[src/rtl/core/brod_pkg.sv]
// Shared types, codes and defaults for the broadcast ring with overrun detection.
// Used by every module under rtl/core; depends on nothing else.
package brod_pkg;

    // Defaults for the top-level parameters.
    localparam int DEF_CHANNELS   = 4;
    localparam int DEF_SLOTS      = 16;
    localparam int DEF_READERS    = 8;
    localparam int DEF_DATA_WIDTH = 32;

    // Fixed field widths.
    localparam int FUNC_W       = 2;
    localparam int CHANNEL_W    = 2;
    localparam int READER_ID_W  = 3;
    localparam int LEN_W        = 20;
    localparam int SIDE_W       = 32;
    localparam int TYPE_W       = 8;
    localparam int SLOT_INDEX_W = 4;
    localparam int STATUS_W     = 3;
    localparam int CFG_SLOTS_W  = 5;
    localparam int CFG_CHANS_W  = 3;
    localparam int PADDR_W      = 4;
    localparam int PDATA_W      = 32;

    // Configuration register reset values.
    localparam logic [CFG_SLOTS_W-1:0] RST_SLOTS_IN_USE    = 5'd16;
    localparam logic [CFG_CHANS_W-1:0] RST_CHANNELS_IN_USE = 3'd4;
    localparam logic [LEN_W-1:0]       RST_MAX_NODE_BYTES  = 20'd524288;
    localparam logic [TYPE_W-1:0]      RST_DATA_TYPE       = 8'd0;

    // Register indexes (byte address = 4 * index).
    localparam logic [1:0] REG_SLOTS_IN_USE    = 2'd0;
    localparam logic [1:0] REG_CHANNELS_IN_USE = 2'd1;
    localparam logic [1:0] REG_MAX_NODE_BYTES  = 2'd2;
    localparam logic [1:0] REG_DATA_TYPE       = 2'd3;

    // Command codes on the func port.
    localparam logic [FUNC_W-1:0] FUNC_WRITE = 2'd0;
    localparam logic [FUNC_W-1:0] FUNC_READ  = 2'd1;
    localparam logic [FUNC_W-1:0] FUNC_OPEN  = 2'd2;
    localparam logic [FUNC_W-1:0] FUNC_CLOSE = 2'd3;

    typedef enum logic [STATUS_W-1:0] {
        ST_OK          = 3'd0,
        ST_EMPTY       = 3'd1,
        ST_LOST        = 3'd2,
        ST_BAD_CHANNEL = 3'd3,
        ST_NOT_OPEN    = 3'd4
    } status_t;

    // Operation after classification by the front end.
    typedef enum logic [2:0] {
        OP_WRITE,
        OP_READ,
        OP_OPEN,
        OP_CLOSE,
        OP_BAD_CHANNEL,
        OP_BAD_READER
    } op_t;

    typedef struct packed {
        op_t                    op;
        logic [CHANNEL_W-1:0]   channel;
        logic [READER_ID_W-1:0] reader_id;
    } cmd_t;

    typedef struct packed {
        logic [CFG_SLOTS_W-1:0] slots_in_use;
        logic [CFG_CHANS_W-1:0] channels_in_use;
        logic [LEN_W-1:0]       max_node_bytes;
        logic [TYPE_W-1:0]      data_type;
    } cfg_t;

endpackage

[src/rtl/core/brod_regs.sv]
// Configuration register file with its APB-style access port.
// Depends on brod_pkg for the register layout and reset values.
module brod_regs
(
    input  logic                     clk,
    input  logic                     rst_n,
    input  logic                     psel,
    input  logic                     penable,
    input  logic                     pwrite,
    input  logic [brod_pkg::PADDR_W-1:0] paddr,
    input  logic [brod_pkg::PDATA_W-1:0] pwdata,
    output logic [brod_pkg::PDATA_W-1:0] prdata,
    output logic                     pready,
    output brod_pkg::cfg_t           cfg
);
    import brod_pkg::*;

    cfg_t       cfg_reg;
    cfg_t       cfg_next;
    logic       wr_en;
    logic [1:0] reg_idx;

    assign pready  = 1'b1;
    assign wr_en   = psel & penable & pwrite & pready;
    assign reg_idx = paddr[3:2];
    assign cfg     = cfg_reg;

    always_comb
    begin
        cfg_next = cfg_reg;
        if (wr_en)
        begin
            case (reg_idx)
                REG_SLOTS_IN_USE:    cfg_next.slots_in_use    = pwdata[CFG_SLOTS_W-1:0];
                REG_CHANNELS_IN_USE: cfg_next.channels_in_use = pwdata[CFG_CHANS_W-1:0];
                REG_MAX_NODE_BYTES:  cfg_next.max_node_bytes  = pwdata[LEN_W-1:0];
                REG_DATA_TYPE:       cfg_next.data_type       = pwdata[TYPE_W-1:0];
                default:             cfg_next = cfg_reg;
            endcase
        end
    end

    always_comb
    begin
        case (reg_idx)
            REG_SLOTS_IN_USE:    prdata = PDATA_W'(cfg_reg.slots_in_use);
            REG_CHANNELS_IN_USE: prdata = PDATA_W'(cfg_reg.channels_in_use);
            REG_MAX_NODE_BYTES:  prdata = PDATA_W'(cfg_reg.max_node_bytes);
            REG_DATA_TYPE:       prdata = PDATA_W'(cfg_reg.data_type);
            default:             prdata = '0;
        endcase
    end

    always_ff @(posedge clk or negedge rst_n)
    begin
        if (!rst_n)
        begin
            cfg_reg.slots_in_use    <= RST_SLOTS_IN_USE;
            cfg_reg.channels_in_use <= RST_CHANNELS_IN_USE;
            cfg_reg.max_node_bytes  <= RST_MAX_NODE_BYTES;
            cfg_reg.data_type       <= RST_DATA_TYPE;
        end
        else
        begin
            cfg_reg <= cfg_next;
        end
    end

endmodule

[config.mk]
export PLATFORM = sky130hd
export DESIGN_NAME = brod_regs
export DESIGN_NICKNAME = d
export VERILOG_FILES = /design/src/rtl/core/brod_pkg.sv /design/src/rtl/core/brod_regs.sv
export SDC_FILE = /design/constraint.sdc
export NUM_CORES = 1
export LEC_CHECK = 0
export BUFFER_PORTS_ARGS = -buffer_cell sky130_fd_sc_hd__buf_4
export CORE_MARGIN = 1.5
export CORE_UTILIZATION = 43
export CTS_BUF_LIST = sky130_fd_sc_hd__clkbuf_8 sky130_fd_sc_hd__clkbuf_16
export CTS_CLUSTER_SIZE = 30
export DETAILED_ROUTE_END_ITERATION = 10
export GPL_ROUTABILITY_DRIVEN = 0
export PLACE_DENSITY = 0.85
export SYNTH_ARGS = -nofsm -noshare
export SYNTH_HDL_FRONTEND = slang
export SYNTH_SLANG_ARGS = --single-unit
[constraint.sdc]
create_clock -name clk -period 1.2 [get_ports clk]
set_input_delay 0.06 -clock clk [delete_from_list [all_inputs] [get_ports clk]]
set_output_delay 0.06 -clock clk [all_outputs]
set_load 0.05 [all_outputs]
==> impl_summary.log <==
INFO  metric grt_start_max_net_pins = 37
INFO  metric start_util = between 40% and 50%
INFO  metric clkPwrFrac = around 16%
INFO  metric post-route-period-util = 118.1%
INFO  metric hold_path.startpoint = pwdata[17]
INFO  metric max-cap-violations = 0
INFO  metric cts_htree_levels = 2
INFO  metric critical-path-max-stage-delay = ~0.50 ns
INFO  metric row_count = 23
INFO  metric finalInstanceArea = 0.002950 mm²
INFO  metric yosys_register_bits = 36
INFO  metric final_net_count = about 280
INFO  metric avgSynthCellArea = 14.90 µm²
INFO  metric worst_ep_required = approximately 1.1 ns
INFO  metric clk_path_buf_depth = 2
INFO  metric clock_tree.root_cell = sky130_fd_sc_hd__clkbuf_8
INFO  metric worst_hold_path_type = input port to flip-flop
INFO  metric arrival = approximately 1.4 ns
INFO  metric mappedNetlistArea = 0.001848 mm²
INFO  metric power_density = slightly below 2000 mW/mm²
INFO  metric drc_errors = 0
INFO  metric antenna_violating_nets_post_route = 0
INFO  metric dpl.hpwl = about 3000 µm
INFO  metric number_of_antenna_violations_at_the_first_check_in_global_routing = 0
INFO  metric dr_total_vias = 1372
INFO  metric cellInternalPower = about 3.3 mW
INFO  metric dieWidth = about 70 µm
INFO  metric timing.final.hold_violations = 0
INFO  metric swShare = approximately 43%
INFO  metric global_route_wire_length_before_repair = ~6800 µm
INFO  metric final_layout_size_suffix_gt1_share = about 80%
INFO  metric finalWirelength = around 4400 µm
INFO  metric crit_chain = mux4_2, buf_8
INFO  metric power.net_switching = between 2 and 3 mW
INFO  metric power_leakage = around 1.4 nW
INFO  metric floorplan.core_area = just over 0.004 mm²
INFO  metric worst_setup_hold_path_clk_slew = around 0.07 ns
INFO  metric r2r_slack = 0.18 ns
INFO  metric period_minus_slack = around 1.4 ns
INFO  metric status = finished, violations left
INFO  metric yosys_warnings = 0
INFO  metric fin_worst_skew = 0 ns
INFO  metric postLayoutSetupSlackWorst = -0.2178 ns
INFO  metric drv_slew = 0
INFO  metric pre_cts_ws = ~0.041 ns
INFO  metric worstSkewPairLatency = approximately 0.28 ns
INFO  metric min_delay_path_depth = 2
INFO  metric synth_seq_area_share = roughly half
INFO  metric drt_first_pass_iters = 4
INFO  metric cp_max_fo = 2
INFO  metric timing.rr.end = cfg[1]
INFO  metric area_growth = 59.65%
INFO  metric top_achievable_clock_speed = ~710 MHz
INFO  metric grt_setup_unrepaired = yes
INFO  metric timing.rr.start = cfg[1]
INFO  metric critical_path_class = flip-flop to output port
INFO  metric first_iter_violations = 57
INFO  metric vdd_drop_max = between 0.9 and 1 mV
INFO  metric cp-end-kind = output port
INFO  metric pwr-share-comb = between 50% and 60%
INFO  metric ioPinCount = between 100 and 150
INFO  metric cts_tree = yes
INFO  metric diodes_inserted = 0
INFO  metric cts.sinks = 36
INFO  metric grt_overflow = 0
INFO  metric setup.worst_path.start_class = flip-flop
INFO  metric largest_register_ff_count = 36
INFO  metric numPortBuffers = between 80 and 90
INFO  metric floorplan.die.height = roughly 69 µm
INFO  metric avgViaCountPerCell = about 4.7
INFO  metric syn-instance-count = ~120
INFO  metric violations = setup timing
INFO  metric holdPathEnd = cfg[25]
INFO  metric via_count_of_the_first_global_routing_pass = around 1400
INFO  metric grt_resource_usage_total = roughly a fifth
INFO  metric wl_per_cell = 15.20 µm
INFO  metric finalSetupViolCount = 6
INFO  metric numCtsBuffers = 5
INFO  metric rr_worst_depth = 3
INFO  metric floorplan.die_area = 0.004700 mm²
INFO  metric sequential_share_of_power = a little under a third
INFO  metric crit_path_max_delay_cell_type = sky130_fd_sc_hd__mux4_2
INFO  metric number_of_distinct_library_cell_variants_in_the_gate_level_netlist_after_synthesis = 21
INFO  metric placement.cell_area = 0.002555 mm²
metal layers:
layer	vias to the layer above	share of wire [%]	track usage, %
met5	-	0	0
met4	0	1.1	7.500
met3	4	6.2	5.195
met2	56	53	32.81
met1	672	40	25.58
li1	640	-	-
cells in the mapped netlist:
library cell,number,area share [%]
sky130_fd_sc_hd__dfrtp_1,33,45
sky130_fd_sc_hd__mux2_4,20,16
sky130_fd_sc_hd__mux2_2,18,11
sky130_fd_sc_hd__buf_4,14,5.7
sky130_fd_sc_hd__and2_1,12,4.1
sky130_fd_sc_hd__dfstp_2,3,4.3
sky130_fd_sc_hd__mux2i_1,3,1.6
sky130_fd_sc_hd__mux4_2,3,3.7
sky130_fd_sc_hd__nor2b_1,3,1.0
sky130_fd_sc_hd__a22o_1,2,0.95
sky130_fd_sc_hd__buf_12,2,2.2
sky130_fd_sc_hd__conb_1,2,0.41
sky130_fd_sc_hd__and2_4,1,0.47
sky130_fd_sc_hd__and3_4,1,0.61
sky130_fd_sc_hd__and3b_2,1,0.54
sky130_fd_sc_hd__buf_6,1,0.61
sky130_fd_sc_hd__clkbuf_1,1,0.20
sky130_fd_sc_hd__nand2_1,1,0.20
sky130_fd_sc_hd__nand3_4,1,0.95
sky130_fd_sc_hd__nor2_1,1,0.20
sky130_fd_sc_hd__nor2b_2,1,0.47
critical path: cells and delay by family (launching register included):
family / cells / cell delay (ns)
flops: 1 / 0.40
mux: 1 / 0.50
buf+inv: 1 / 0.17
power by group through the flow:
stage | Clock (mW) | Combinational (mW) | Sequential, mW
3_3_place_gp | 0 | 2.73 | 1.77
2_1_floorplan | 0 | 0.989 | 2.76
5_1_grt | 1.01 | 3.24 | 1.80
6_report | 0.925 | 3.11 | 1.76
3_5_place_dp | 0 | 2.76 | 1.78
4_1_cts | 0.952 | 3.05 | 1.74
stage by stage:
| stage | setup TNS [ns] | hold slack, ns | power, mW | util [%] | cells |
|---|---|---|---|---|---|
| finish | -1.001 | 0.01073 | 5.799 | 72.71 | 291 |
| global route | -1.211 | 0.003655 | 6.050 | 72.71 | 291 |
| CTS | -1.032 | 0.001010 | 5.748 | 71.20 | 287 |
| detailed placement | 0 | 0.05084 | 4.543 | 62.97 | 258 |
| global placement | 0 | 0.04408 | 4.499 | 62.97 | 258 |
| floorplan | -0.05599 | -0.2356 | 3.746 | - | 135 |
area by class of cell:
type | instances | area (µm²)
tap | 50 | 62.56
multi-input combinational | 81 | 887.1
clock inverter | 1 | 3.754
clock buffer | 7 | 96.34
sequential | 36 | 925.9
timing repair buffer | 116 | 974.7
fill | 302 | 1107
kinds of logic after synthesis:
| logic type | count (synthesis) | share of synthesized area, % |
|---|---|---|
| other | 2 | 0.4064 |
| buffers and inverters | 18 | 8.666 |
| multiplexers | 44 | 32.50 |
| flip-flops | 36 | 48.95 |
| AND/OR/NAND/NOR | 22 | 8.531 |
| AO/OA/AOI/OAI | 2 | 0.9480 |
worst max-delay path by stage:
stage	start	end	slack, ns	depth (start not counted)
5_1_grt	cfg[4]	prdata[4]	-0.25	3
6_report	cfg[0]	prdata[0]	-0.22	2
2_1_floorplan	cfg[0]	prdata[0]	-0.02	1
3_3_place_gp	cfg[4]	prdata[4]	0.05	3
4_1_cts	cfg[12]	prdata[4]	-0.23	3
3_5_place_dp	cfg[4]	prdata[4]	0.04	3
placed cells by master (no fill, tap or decap):
| cell | count |
|---|---|
| sky130_fd_sc_hd__nand2_1 | 1 |
| sky130_fd_sc_hd__mux2i_4 | 2 |
| sky130_fd_sc_hd__a22o_4 | 1 |
| sky130_fd_sc_hd__mux2_2 | 18 |
| sky130_fd_sc_hd__dfrtp_1 | 16 |
| sky130_fd_sc_hd__and2_2 | 1 |
| sky130_fd_sc_hd__and2_1 | 11 |
| sky130_fd_sc_hd__buf_8 | 4 |
| sky130_fd_sc_hd__mux2i_2 | 1 |
| sky130_fd_sc_hd__and3b_2 | 1 |
| sky130_fd_sc_hd__and3_4 | 1 |
| sky130_fd_sc_hd__mux2_4 | 20 |
| sky130_fd_sc_hd__dlygate4sd3_1 | 9 |
| sky130_fd_sc_hd__mux4_2 | 3 |
| sky130_fd_sc_hd__a22o_2 | 1 |
| sky130_fd_sc_hd__nor2_1 | 1 |
| sky130_fd_sc_hd__and2_4 | 1 |
| sky130_fd_sc_hd__buf_6 | 7 |
| sky130_fd_sc_hd__nor2b_4 | 3 |
| sky130_fd_sc_hd__nand3_4 | 1 |
| sky130_fd_sc_hd__nor2b_2 | 1 |
| sky130_fd_sc_hd__buf_12 | 2 |
| sky130_fd_sc_hd__inv_1 | 1 |
| sky130_fd_sc_hd__dfstp_2 | 3 |
| sky130_fd_sc_hd__buf_4 | 94 |
| sky130_fd_sc_hd__conb_1 | 13 |
| sky130_fd_sc_hd__dfrtp_2 | 17 |
| sky130_fd_sc_hd__clkbuf_8 | 7 |
what timing repair did:
item                       4_1_cts  5_1_grt
hold endpoints to repair        40        1
hold buffers                     8        1
pin swaps                        1        0
buffers inserted                13        3
setup endpoints to repair        8        9
gates resized for setup         15        5
No activity file was read; power rests on OpenSTA's default activity.
