--- config.mk ---
export PLATFORM = sky130hd
export DESIGN_NAME = brod_fifo
export DESIGN_NICKNAME = d
export VERILOG_FILES = /design/src/rtl/core/brod_pkg.sv /design/src/rtl/core/brod_fifo.sv
export SDC_FILE = /design/constraint.sdc
export NUM_CORES = 1
export LEC_CHECK = 0
export BUFFER_PORTS_ARGS = -buffer_cell sky130_fd_sc_hd__buf_4
export CELL_PAD_IN_SITES_DETAIL_PLACEMENT = 0
export CELL_PAD_IN_SITES_GLOBAL_PLACEMENT = 2
export CORE_MARGIN = 4
export CORE_UTILIZATION = 36
export CTS_BUF_LIST = sky130_fd_sc_hd__clkbuf_8
export CTS_CLUSTER_SIZE = 12
export DETAILED_ROUTE_END_ITERATION = 12
export HOLD_SLACK_MARGIN = 0.02
export PLACE_DENSITY_LB_ADDON = 0.25
export SETUP_SLACK_MARGIN = 0.02
export SLEW_MARGIN = 20
export SYNTH_ARGS = -nofsm -noshare
export SYNTH_HDL_FRONTEND = slang
export SYNTH_SLANG_ARGS = --single-unit
--- constraint.sdc ---
create_clock -name clk -period 1.8 [get_ports clk]
set_input_delay 0.09 -clock clk [delete_from_list [all_inputs] [get_ports clk]]
set_output_delay 0.09 -clock clk [all_outputs]
set_load 0.01 [all_outputs]
--- src/rtl/core/brod_pkg.sv ---
// Shared types, codes and defaults for the broadcast ring with overrun detection.
// Used by every module under rtl/core; depends on nothing else.
package brod_pkg;

    // Defaults for the top-level parameters.
    localparam int DEF_CHANNELS   = 4;
    localparam int DEF_SLOTS      = 16;
    localparam int DEF_READERS    = 8;
    localparam int DEF_DATA_WIDTH = 32;

    // Fixed field widths.
    localparam int FUNC_W       = 2;
    localparam int CHANNEL_W    = 2;
    localparam int READER_ID_W  = 3;
    localparam int LEN_W        = 20;
    localparam int SIDE_W       = 32;
    localparam int TYPE_W       = 8;
    localparam int SLOT_INDEX_W = 4;
    localparam int STATUS_W     = 3;
    localparam int CFG_SLOTS_W  = 5;
    localparam int CFG_CHANS_W  = 3;
    localparam int PADDR_W      = 4;
    localparam int PDATA_W      = 32;

    // Configuration register reset values.
    localparam logic [CFG_SLOTS_W-1:0] RST_SLOTS_IN_USE    = 5'd16;
    localparam logic [CFG_CHANS_W-1:0] RST_CHANNELS_IN_USE = 3'd4;
    localparam logic [LEN_W-1:0]       RST_MAX_NODE_BYTES  = 20'd524288;
    localparam logic [TYPE_W-1:0]      RST_DATA_TYPE       = 8'd0;

    // Register indexes (byte address = 4 * index).
    localparam logic [1:0] REG_SLOTS_IN_USE    = 2'd0;
    localparam logic [1:0] REG_CHANNELS_IN_USE = 2'd1;
    localparam logic [1:0] REG_MAX_NODE_BYTES  = 2'd2;
    localparam logic [1:0] REG_DATA_TYPE       = 2'd3;

    // Command codes on the func port.
    localparam logic [FUNC_W-1:0] FUNC_WRITE = 2'd0;
    localparam logic [FUNC_W-1:0] FUNC_READ  = 2'd1;
    localparam logic [FUNC_W-1:0] FUNC_OPEN  = 2'd2;
    localparam logic [FUNC_W-1:0] FUNC_CLOSE = 2'd3;

    typedef enum logic [STATUS_W-1:0] {
        ST_OK          = 3'd0,
        ST_EMPTY       = 3'd1,
        ST_LOST        = 3'd2,
        ST_BAD_CHANNEL = 3'd3,
        ST_NOT_OPEN    = 3'd4
    } status_t;

    // Operation after classification by the front end.
    typedef enum logic [2:0] {
        OP_WRITE,
        OP_READ,
        OP_OPEN,
        OP_CLOSE,
        OP_BAD_CHANNEL,
        OP_BAD_READER
    } op_t;

    typedef struct packed {
        op_t                    op;
        logic [CHANNEL_W-1:0]   channel;
        logic [READER_ID_W-1:0] reader_id;
    } cmd_t;

    typedef struct packed {
        logic [CFG_SLOTS_W-1:0] slots_in_use;
        logic [CFG_CHANS_W-1:0] channels_in_use;
        logic [LEN_W-1:0]       max_node_bytes;
        logic [TYPE_W-1:0]      data_type;
    } cfg_t;

endpackage

--- src/rtl/core/brod_fifo.sv ---
// Short command queue between the front end and the back end.
// Depends on brod_pkg only for the shared import convention.
module brod_fifo #(
    parameter int WIDTH = 8,
    parameter int DEPTH = 2
)
(
    input  logic             clk,
    input  logic             rst_n,
    input  logic             push,
    input  logic [WIDTH-1:0] push_data,
    input  logic             pop,
    output logic [WIDTH-1:0] pop_data,
    output logic             not_empty,
    output logic             full
);
    import brod_pkg::*;

    localparam int PTR_W = (DEPTH > 1) ? $clog2(DEPTH) : 1;
    localparam int CNT_W = $clog2(DEPTH + 1);
    localparam logic [PTR_W-1:0] PTR_LAST  = PTR_W'(DEPTH - 1);
    localparam logic [CNT_W-1:0] CNT_DEPTH = CNT_W'(DEPTH);

    logic [WIDTH-1:0] entry_reg [DEPTH];
    logic [PTR_W-1:0] wr_ptr_reg;
    logic [PTR_W-1:0] wr_ptr_next;
    logic [PTR_W-1:0] rd_ptr_reg;
    logic [PTR_W-1:0] rd_ptr_next;
    logic [CNT_W-1:0] count_reg;
    logic [CNT_W-1:0] count_next;
    logic             do_push;
    logic             do_pop;

    assign full      = (count_reg == CNT_DEPTH);
    assign not_empty = (count_reg != '0);
    assign do_push   = push & ~full;
    assign do_pop    = pop & not_empty;
    assign pop_data  = entry_reg[rd_ptr_reg];

    always_comb
    begin
        wr_ptr_next = wr_ptr_reg;
        rd_ptr_next = rd_ptr_reg;
        count_next  = count_reg;
        if (do_push)
        begin
            wr_ptr_next = (wr_ptr_reg == PTR_LAST) ? '0 : wr_ptr_reg + PTR_W'(1);
        end
        if (do_pop)
        begin
            rd_ptr_next = (rd_ptr_reg == PTR_LAST) ? '0 : rd_ptr_reg + PTR_W'(1);
        end
        if (do_push && !do_pop)
        begin
            count_next = count_reg + CNT_W'(1);
        end
        else if (do_pop && !do_push)
        begin
            count_next = count_reg - CNT_W'(1);
        end
    end

    always_ff @(posedge clk or negedge rst_n)
    begin
        if (!rst_n)
        begin
            wr_ptr_reg <= '0;
            rd_ptr_reg <= '0;
            count_reg  <= '0;
        end
        else
        begin
            wr_ptr_reg <= wr_ptr_next;
            rd_ptr_reg <= rd_ptr_next;
            count_reg  <= count_next;
        end
    end

    always_ff @(posedge clk)
    begin
        if (do_push)
        begin
            entry_reg[wr_ptr_reg] <= push_data;
        end
    end

endmodule

==> impl_metrics.csv, run 1 <==
group,metric,value,unit
place,place_ws,0.3749,ns
critical_path,r2r_setup_slack,0.36,ns
hold_path,min_path_type,"primary input to register",
final_layout,antenna_cells,0,
power,internal-power,1.111,mW
clock_network,cts_tree,"yes",
critical_path,critical_path_class,"register to register",
power,clkPwrFrac,0.176,
yosys,synth_compound_area_frac,0,
place,dp_hpwl,845.3,um
detailed_routing,dr_total_vias,425,
sta,hold_viol_final,0,
die,die_h,54.72,um
yosys,ys_seq_area_frac,0.7389,
clock_network,cts_root_buf,"clkbuf_8",
sta,setup_viol,0,
clock_network,h-tree-depth,1,
critical_path,endpoint,"count_reg[1]",
critical_path,critPathLaunchType,"register",
yosys,synth-xor-area-share,0.05573,
clock_network,cts-resized-gates,0,
sta,relSlewSlack,0.7502,
detailed_routing,drtPass1Iterations,4,
detailed_routing,wl_per_cell,11.26,um
final_layout,syn2layout_area_growth,35.51,%
yosys,synth_top_family_by_area,"multiplexers",
yosys,synth_cell_types,14,
grt,grt_pass1_vias,409,
power,power.density,1470,nW/um^2
yosys,syn-cell-area,785.8,sq um
grt,grt_pass1_wl,1738,um
yosys,yosys.area_share.simple,0.05892,
critical_path,reg2reg_to,"count_reg[1]",
critical_path,cp_data_arrival_time,1.61,ns
yosys,synth_cells,44,
final_layout,num-fill-cells,171,
power,seqPwrFrac,0.468,
detailed_routing,postRouteAntennaNets,0,
power,combPwrFrac,0.356,
final_layout,multi_input_area,192.7,sq um
critical_path,reg2reg_depth,7,
detailed_routing,drc,0,
clock_network,clock_sinks,20,
sta,setup_tns,0,ns
detailed_routing,drt_iter0_markers,2,
place,routabilityCongestion,0.6964,
die,die_w,54.72,um
final_layout,drive_above_1_share,0.3836,
sta,rsz0062_at_grt,"false",
power,p_leak,0.4404,nW
yosys,synth_top_area_cell,"edfxtp_1",
clock_network,cts_buffer_depth,2,
clock_network,cts_buffers,3,
clock_network,clk_pin_slew_worst_paths,0.06,ns
run_status,outcome,"finished clean",
die,die-area,2994,sq um
die,coreArea,2022,sq um
job,cap_violations,0,
final_layout,largest_reg_flops,16,
yosys,synth.top_cell.area_share,0.6115,
sta,finalCriticalPeriod,1.438,ns
grt,antenna_found_initial,0,
die,start_util,0.3886,
yosys,syn-num-nets,57,
yosys,yosysWarnings,0,
sta,report.final.slew_viol_count,0,
critical_path,crit_path_start,"count_reg[0]",
grt,gr-total-overflow,0,
critical_path,required,1.97,ns
power,switchingPower,454.8,uW
grt,grt_max_degree,12,
die,io_pins,22,
clock_network,worstSkewPairLatency,0.24,ns
critical_path,path_max_fanout,4,
final_layout,seqCellArea,580.6,sq um
yosys,synth_seq_cells,20,
power,vdd_drop_max,0.0008079,V
grt,track_usage,0.08400,
sta,fin_skew,0.0007069,ns
critical_path,reg2reg_from,"count_reg[0]",
place,portBuffers,21,
sta,post-route-period-util,0.7991,
critical_path,crit_path_end_kind,"register",
final_layout,fin_nets,87,
yosys,synthMuxAreaShare,0.1146,
sta,worst_slew_pin_slew,0.3747,ns
die,rows,16,
yosys,syn-mean-instance-area,17.86,sq um
sta,max_freq,695.2,MHz
sta,fin_ws,0.3616,ns
power,switching_share,0.2905,
detailed_routing,viasPerCell,4.250,
detailed_routing,totalWireLength,1126,um
yosys,synth_fa_ha_area_frac,0.01592,
yosys,yosys-top-cells-area,"edfxtp_1 (61%), dfrtp_1 (13%), mux2_1 (11%)",
[power groups by stage]
stage | clock [mW] | sequential [mW] | combinational, mW
6_report | 0.276 | 0.733 | 0.557
5_1_grt | 0.299 | 0.751 | 0.621
4_1_cts | 0.285 | 0.737 | 0.568
3_5_place_dp | 0 | 0.747 | 0.556
3_3_place_gp | 0 | 0.745 | 0.560
2_1_floorplan | 0 | 0.696 | 0.372
[area by class of cell]
type	count	share of cell area
clock buffer	3	0.03878
sequential	20	0.5452
inverter	2	0.007051
timing repair buffer	26	0.1927
clock inverter	1	0.003525
tap	27	0.03173
multi-input combinational	21	0.1810
[critical path, stage by stage, from the launching register on]
cell      delay (ns)
dfrtp_1         0.42
nand2b_1        0.20
nand2_2         0.11
inv_1           0.05
ha_1            0.18
xor2_1          0.14
nor2_1          0.12
xor2_1          0.15
[stage by stage]
step | cells | total power [mW] | util | area, sq um | hold slack, ns
floorplan | 44 | 1.068 | - | 785.8 | -0.2056
global placement | 92 | 1.304 | 0.4845 | 979.7 | -0.1083
detailed placement | 92 | 1.303 | 0.4845 | 979.7 | -0.1084
CTS | 99 | 1.591 | 0.5217 | 1055 | 0.02024
global route | 100 | 1.671 | 0.5266 | 1065 | 0.02125
finish | 100 | 1.566 | 0.5266 | 1065 | 0.02960
[repair_timing]
item,in CTS,in global routing
hold endpoints to repair,8,2
setup buffers,0,0
hold buffers,3,1
[per-layer routing]
metal  global-route usage  share of wire
met3              0.02452          0.063
met1              0.09756           0.41
met2               0.1417           0.52
met4              0.03734              0
met5                    0              0
[cells in the final DEF (no fill, tap or decap), drive strengths merged]
cell	instances
ha	1
buf	22
edfxtp	16
xnor2	3
dfrtp	4
or2	1
clkbuf	3
inv	3
and3	1
dlygate4sd3	4
mux2	8
nand2	2
xor2	2
nand2b	1
nor2	2
[synthesized netlist by cell type]
master	n
or2_4	1
dfrtp_1	4
nand2b_1	1
and3_1	1
xnor2_1	3
mux2_1	8
xor2_1	2
buf_2	1
nand2_4	1
inv_1	2
nor2_1	2
edfxtp_1	16
ha_1	1
nand2_2	1
[worst min-delay path by stage]
stage / startpoint / end / slack, ns / cells after the start
after floorplan: rst_n / count_reg[0] / -0.21 / 0
after CTS: push_data[3] / entry_reg[1][3] / 0.02 / 1
after global routing: push_data[7] / entry_reg[1][7] / 0.02 / 1
final: push_data[7] / entry_reg[1][7] / 0.03 / 1
after detailed placement: rst_n / rd_ptr_reg / -0.11 / 1
after global placement: rst_n / count_reg[1] / -0.11 / 1
[kinds of logic after synthesis]
family | after synthesis
XOR/XNOR | 5
flip-flops | 20
AND/OR/NAND/NOR | 7
multiplexers | 8
adder cells (fa/ha/maj) | 1
buffers and inverters | 3
Power figures use the tool's default switching activity.
==> run 2: changes to the inputs <==
--- a/config.mk
+++ b/config.mk
@@ -5,11 +5,12 @@
 export SDC_FILE = /design/constraint.sdc
 export NUM_CORES = 1
 export LEC_CHECK = 0
+export ABC_AREA = 1
 export BUFFER_PORTS_ARGS = -buffer_cell sky130_fd_sc_hd__buf_4
 export CELL_PAD_IN_SITES_DETAIL_PLACEMENT = 0
 export CELL_PAD_IN_SITES_GLOBAL_PLACEMENT = 2
 export CORE_MARGIN = 4
-export CORE_UTILIZATION = 36
+export CORE_UTILIZATION = 30
 export CTS_BUF_LIST = sky130_fd_sc_hd__clkbuf_8
 export CTS_CLUSTER_SIZE = 12
 export DETAILED_ROUTE_END_ITERATION = 12
==> constraint.sdc (replaced) <==
create_clock -name clk -period 1.3 [get_ports clk]
set_input_delay 0.065 -clock clk [delete_from_list [all_inputs] [get_ports clk]]
set_output_delay 0.065 -clock clk [all_outputs]
set_load 0.01 [all_outputs]
==> run 2 against run 1 <==
Compared with the run above: largest power group is now combinational cells; clock-buffer cell count stayed put; cell count is 44% higher; register-to-register slack worse by 0.30 ns; highest routed layer is now met4; critical endpoint unchanged; setup slack worse by 0.30 ns; clock power is 120% higher; synthesized area is 6.1% higher; sequential share of layout area is 8.7 points lower; synthesized cell count is 66% higher.
==> impl_metrics.csv, run 2 <==
group,metric,value,unit
final_layout,antenna_cells,0,
critical_path,critical_path_class,"register to register",
grt,grt_util_met2,0.1725,
grt,grt_pass1_wl,2691,um
yosys,syn-cell-area,833.3,sq um
yosys,synth_cell_types,15,
yosys,synth.top_cell.area_share,0.5766,
grt,antenna_found_initial,0,
sta,relSlewSlack,0.8511,
critical_path,critPathLaunchType,"register",
power,p_leak,0.5766,nW
clock_network,cts_buffer_depth,2,
critical_path,cp_data_arrival_time,1.39,ns
sta,max_freq,807.4,MHz
critical_path,slowest_delay,0.40,ns
critical_path,crit_path_cell_trace,"inv_2 > nor2_4 > nor2_4 > ha_4 > inv_2 > nand3_2 > nand2_1 > nand2_1",
yosys,ys_async_sr_fraction,0.2000,
yosys,yosysMostFrequentCell,"nand2_1",
final_layout,largest_reg_flops,16,
detailed_routing,wl_per_cell,11.21,um
clock_network,h-tree-depth,1,
place,portBuffers,21,
sta,hold_viol_final,0,
die,die-area,3685,sq um
yosys,syn-num-nets,86,
die,rows,18,
clock_network,worstSkewPairLatency,0.25,ns
clock_network,clk_pin_slew_worst_paths,0.07,ns
yosys,yosys-top-cells-count,"nand2_1 (32), edfxtp_1 (16), inv_1 (6), dfrtp_1 (4), nand2_2 (3)",
detailed_routing,drc,0,
final_layout,seqCellArea,583.1,sq um
yosys,yosysWarnings,0,
detailed_routing,dr_total_vias,608,
sta,setup_tns,0,ns
sta,rsz0062_at_grt,"true",
sta,setup_viol,0,
yosys,synth_top_area_cell,"edfxtp_1",
yosys,synth_seq_cells,20,
critical_path,required,1.45,ns
final_layout,final_cell_mix,"nand2_1 (32), buf_4 (28), edfxtp_1 (16), dlygate4sd3_1 (9), inv_2 (4)",
final_layout,multi_input_area,227.7,sq um
grt,grt_max_degree,13,
grt,grt_pass1_vias,635,
hold_path,min_path_type,"primary input to register",
run_status,outcome,"finished clean",
detailed_routing,viasPerCell,4.222,
critical_path,r2r_setup_slack,0.06,ns
power,power.density,2206,nW/um^2
detailed_routing,drt_iter0_markers,12,
yosys,synth_cells,73,
final_layout,num-fill-cells,251,
yosys,ys_seq_area_frac,0.6967,
final_layout,fin_nets,128,
final_layout,drive_above_1_share,0.4211,
die,io_pins,22,
yosys,synthFlopType,"edfxtp_1",
clock_network,cts_buffers,3,
place,routabilityCongestion,0.6733,
die,die_w,60.71,um
final_layout,fin_cells,144,
yosys,syn-mean-instance-area,11.42,sq um
die,die_h,60.71,um
sta,report.final.slew_viol_count,0,
yosys,synth-edff-count,16,
clock_network,cts_tree,"yes",
final_layout,design_area,1272,sq um
sta,worst_slew_pin_slew,0.2218,ns
power,vdd_drop_max,0.0009708,V
grt,use_met3,0.02553,
die,start_util,0.3246,
sta,fin_hold_ws,0.06097,ns
detailed_routing,drtPass1Iterations,5,
critical_path,cp_slowest_cell,"dfrtp_1",
final_layout,syn2layout_area_growth,52.70,%
yosys,yosys-top-cells-area,"edfxtp_1 (58%), nand2_1 (14%), dfrtp_1 (12%)",
job,cap_violations,0,
place,dp_hpwl,1159,um
clock_network,clock_sinks,20,
grt,use_met1,0.1250,
detailed_routing,totalWireLength,1614,um
final_layout,final_common_cell,"nand2_1",
critical_path,crit_path_end_kind,"register",
sta,post-route-period-util,0.9528,
detailed_routing,postRouteAntennaNets,0,
place,dpl_cell_area,1074,sq um
die,coreArea,2567,sq um
critical_path,path_max_fanout,4,
sta,fin_skew,0.001180,ns
grt,track_usage,0.1017,
grt,gr-total-overflow,0,
clock_network,cts_root_buf,"clkbuf_8",
grt,gr-max-usage-layer,"met2",
place,numPlacedInstances,129,
sta,finalCriticalPeriod,1.239,ns
final_layout,post-route-util,0.4956,
-- run 2: cell count changes after synthesis, moves of 2 or more --
cell	delta
mux2_1	-8
nand3_1	+2
nand2_1	+32
nand2_2	+2
xnor2_1	-2
inv_1	+4
xor2_1	-2
inv_2	+2
-- run 2: area by class of cell --
class / count / area share
sequential: 20 / 0.4582
timing repair buffer: 38 / 0.2517
multi-input combinational: 44 / 0.1790
clock buffer: 3 / 0.03245
tap: 30 / 0.02950
inverter: 8 / 0.02557
clock inverter: 1 / 0.02360
-- run 2: kinds of logic after synthesis --
logic type | share of synthesized area
fa+ha+maj | 0.01501
xor+xnor | 0.01051
simple gates | 0.2117
compound gates | 0.006000
buf+inv | 0.06006
flops | 0.6967
-- run 2: layer usage --
layer | share of wire | vias to the layer above
li1 | - | 316
met1 | 0.44 | 277
met2 | 0.50 | 13
met3 | 0.046 | 2
met4 | 0.0074 | 0
met5 | 0 | -
-- run 2: worst max-delay path: cells and delay by family (launching register included) --
| kind | cells | cell delay [ns] |
|---|---|---|
| and+or+nand+nor | 5 | 0.35 |
| buffers and inverters | 2 | 0.18 |
| DFF | 1 | 0.40 |
| adders and majority gates | 1 | 0.22 |
-- run 2: final timing paths --
| check | from | end | depth (start not counted) |
|---|---|---|---|
| min in group asynchronous | rst_n | count_reg[0] | 2 |
| max in group asynchronous | rst_n | rd_ptr_reg | 2 |
| min | pop | rd_ptr_reg | 3 |
| max | count_reg[1] | count_reg[1] | 8 |
| max reg2reg | count_reg[1] | count_reg[1] | 8 |
| min reg2reg | wr_ptr_reg | wr_ptr_reg | 2 |
-- run 2: stage by stage --
stage	setup WS, ns	power (mW)
after floorplan	-0.006649	1.613
after global placement	-0.003344	2.076
after detailed placement	-0.04492	2.091
after CTS	0.03460	2.786
after global routing	-0.02416	3.002
final	0.06139	2.807
-- run 2: report_power, final --
part | internal [mW] | switching [mW] | leakage [nW] | total (mW)
Clock | 0.410 | 0.203 | 0.0357 | 0.614
Combinational | 0.586 | 0.600 | 0.346 | 1.19
Sequential | 0.897 | 0.110 | 0.195 | 1.01
Total | 1.89 | 0.914 | 0.577 | 2.81
-- run 2: what timing repair did --
action                                  in CTS  in global routing
pin swaps                                    1                  0
resized for setup                            3                  6
gates cloned                                 0                  0
hold buffers                                 9                  0
hold endpoints to repair                    20                  0
setup buffers                                1                  1
endpoints found under the setup margin       9                 20
==> run 3: changes to the inputs <==
--- a/config.mk
+++ b/config.mk
@@ -5,12 +5,11 @@
 export SDC_FILE = /design/constraint.sdc
 export NUM_CORES = 1
 export LEC_CHECK = 0
-export ABC_AREA = 1
 export BUFFER_PORTS_ARGS = -buffer_cell sky130_fd_sc_hd__buf_4
 export CELL_PAD_IN_SITES_DETAIL_PLACEMENT = 0
 export CELL_PAD_IN_SITES_GLOBAL_PLACEMENT = 2
 export CORE_MARGIN = 4
-export CORE_UTILIZATION = 30
+export CORE_UTILIZATION = 33
 export CTS_BUF_LIST = sky130_fd_sc_hd__clkbuf_8
 export CTS_CLUSTER_SIZE = 12
 export DETAILED_ROUTE_END_ITERATION = 12
==> run 3 against run 2 <==
Compared with the run above: the flow now finishes with violations (setup timing); via count fell by 19%; die area is 12% lower; setup slack lost 0.092 ns; power rose by 4.2%; sequential power barely moved; register-to-register slack lost 0.09 ns; cell count fell by 17%; clock-buffer cell count increased by 1; global-route usage is 0.85 points lower; sequential cell count stayed put; fmax decreased by 6.9%; core utilization is 11 points higher; highest routed layer is now met3.
==> impl_metrics.csv, run 3 (same netlist as run 1, synthesis figures left out) <==
group,metric,value,unit
run_status,outcome,"complete, but fails checks",
run_status,violations,"setup timing",
sta,post-route-period-util,1.024,
sta,hold_viol_final,0,
final_layout,syn2layout_area_growth,71.97,%
grt,antenna_found_initial,0,
detailed_routing,drc,0,
final_layout,fin_nets,105,
power,clkPwrFrac,0.153,
clock_network,cts_buffer_depth,2,
sta,report.final.slew_viol_count,0,
final_layout,num-fill-cells,196,
clock_network,cts_buffers,3,
critical_path,cp_data_arrival_time,1.47,ns
final_layout,antenna_cells,0,
grt,gr-total-overflow,0,
clock_network,worstSkewPairLatency,0.25,ns
detailed_routing,postRouteAntennaNets,0,
place,dp_hpwl,965.8,um
grt,grt_pass1_vias,531,
final_layout,fin_cells,119,
final_layout,drive_above_1_share,0.6374,
power,p_leak,0.5811,nW
die,io_pins,22,
die,rows,17,
power,combPwrFrac,0.503,
final_layout,final_cell_mix,"buf_4 (23), edfxtp_1 (16), buf_6 (11), dlygate4sd3_1 (9), mux2_4 (8)",
sta,max_freq,751.3,MHz
die,die_h,56.80,um
die,die-area,3226,sq um
critical_path,crit_path_end_kind,"register",
sta,finalCriticalPeriod,1.331,ns
die,die_w,56.80,um
critical_path,reg2reg_depth,6,
critical_path,endpoint,"count_reg[1]",
final_layout,post-route-util,0.6050,
critical_path,critical_path_class,"register to register",
detailed_routing,wl_per_cell,11.56,um
critical_path,r2r_setup_slack,-0.03,ns
final_layout,final_common_cell,"buf_4",
critical_path,reg2reg_to,"count_reg[1]",
clock_network,h-tree-depth,1,
sta,worst_slew_pin_slew,0.1800,ns
job,cap_violations,0,
final_layout,multi_input_area,265.3,sq um
detailed_routing,totalWireLength,1376,um
die,coreArea,2233,sq um
detailed_routing,viasPerCell,4.126,
power,vdd_drop_max,0.001163,V
critical_path,crit_path_start,"count_reg[1]",
place,numPlacedInstances,100,
sta,fin_skew,0.0006733,ns
detailed_routing,drtPass1Iterations,2,
detailed_routing,dr_total_vias,491,
clock_network,cts_tree,"yes",
power,switchingPower,812.8,uW
critical_path,path_max_fanout,3,
power,seqPwrFrac,0.343,
grt,track_usage,0.09321,
grt,grt_max_degree,12,
sta,relSlewSlack,0.8800,
final_layout,largest_reg_flops,16,
sta,rsz0062_at_grt,"true",
place,routabilityCongestion,0.6574,
detailed_routing,drt_iter0_markers,6,
power,power.density,2163,nW/um^2
clock_network,cts_root_buf,"clkbuf_8",
die,start_util,0.3518,
grt,grt_pass1_wl,2277,um
power,internal-power,2.110,mW
critical_path,required,1.44,ns
hold_path,min_path_type,"primary input to asynchronous set/reset pin",
final_layout,seqCellArea,581.8,sq um
critical_path,reg2reg_from,"count_reg[1]",
sta,setup_viol,8,
power,switching_share,0.2780,
sta,fin_ws,-0.03103,ns
critical_path,critPathLaunchType,"register",
clock_network,clock_sinks,20,
place,portBuffers,21,
clock_network,clk_pin_slew_worst_paths,0.07,ns
run 3: worst max-delay path: stages (launching register included):
cell and delay (ns):
dfrtp_1 0.42, or2_4 0.28, nand2_4 0.07, ha_4 0.13
xor2_2 0.13, nor2_2 0.05, xor2_1 0.14
run 3: layer usage:
metal / vias to the layer above / global-route usage / wire [um]
li1: 249 / - / -
met1: 230 / 0.1025 / 579
met2: 12 / 0.1700 / 732
met3: 0 / 0.02069 / 63
met4: 0 / 0.03974 / 0
met5: - / 0 / 0
run 3: timing repair:
item,CTS,global route
endpoints found under the setup margin,9,19
hold buffers,9,0
gates resized for setup,13,12
setup buffers,5,1
hold endpoints to repair,20,0
pin swaps,3,0
run 3: per-stage QoR:
step                      area (sq um)  total power [mW]  hold slack, ns   TNS (ns)  setup slack [ns]
after floorplan                  810.8             1.547         -0.2306   -0.04101          -0.04101
after global placement            1059             2.001         -0.1376  -0.005000         -0.005000
after detailed placement          1059             2.013         -0.1367   -0.05844          -0.05844
after CTS                         1300             2.806          0.1411    -0.2809          -0.05154
after global routing              1351             3.074          0.1550    -0.3222          -0.06947
final                             1351             2.923          0.1467   -0.05499          -0.03103
run 3: power by group through the flow:
stage,registers [mW],logic (mW),clock network (mW)
global placement,1.03,0.970,0
floorplan,0.976,0.571,0
global route,1.02,1.57,0.487
CTS,0.993,1.35,0.467
detailed placement,1.04,0.975,0
finish,1.00,1.47,0.448
run 3: worst min path at each step:
stage / startpoint / to / slack (ns) / cells past startpoint
5_1_grt: rst_n / count_reg[0] / 0.16 / 2
2_1_floorplan: rst_n / count_reg[0] / -0.23 / 0
3_5_place_dp: rst_n / count_reg[0] / -0.14 / 1
6_report: rst_n / count_reg[0] / 0.15 / 2
3_3_place_gp: rst_n / count_reg[1] / -0.14 / 1
4_1_cts: rst_n / count_reg[0] / 0.14 / 2
run 3: final cells by class:
class / instances / area share
Tap cell: 28 / 0.02593
Multi-Input combinational cell: 21 / 0.1963
Clock buffer: 4 / 0.04074
Sequential cell: 20 / 0.4306
Timing Repair Buffer: 44 / 0.3009
Inverter: 2 / 0.005556
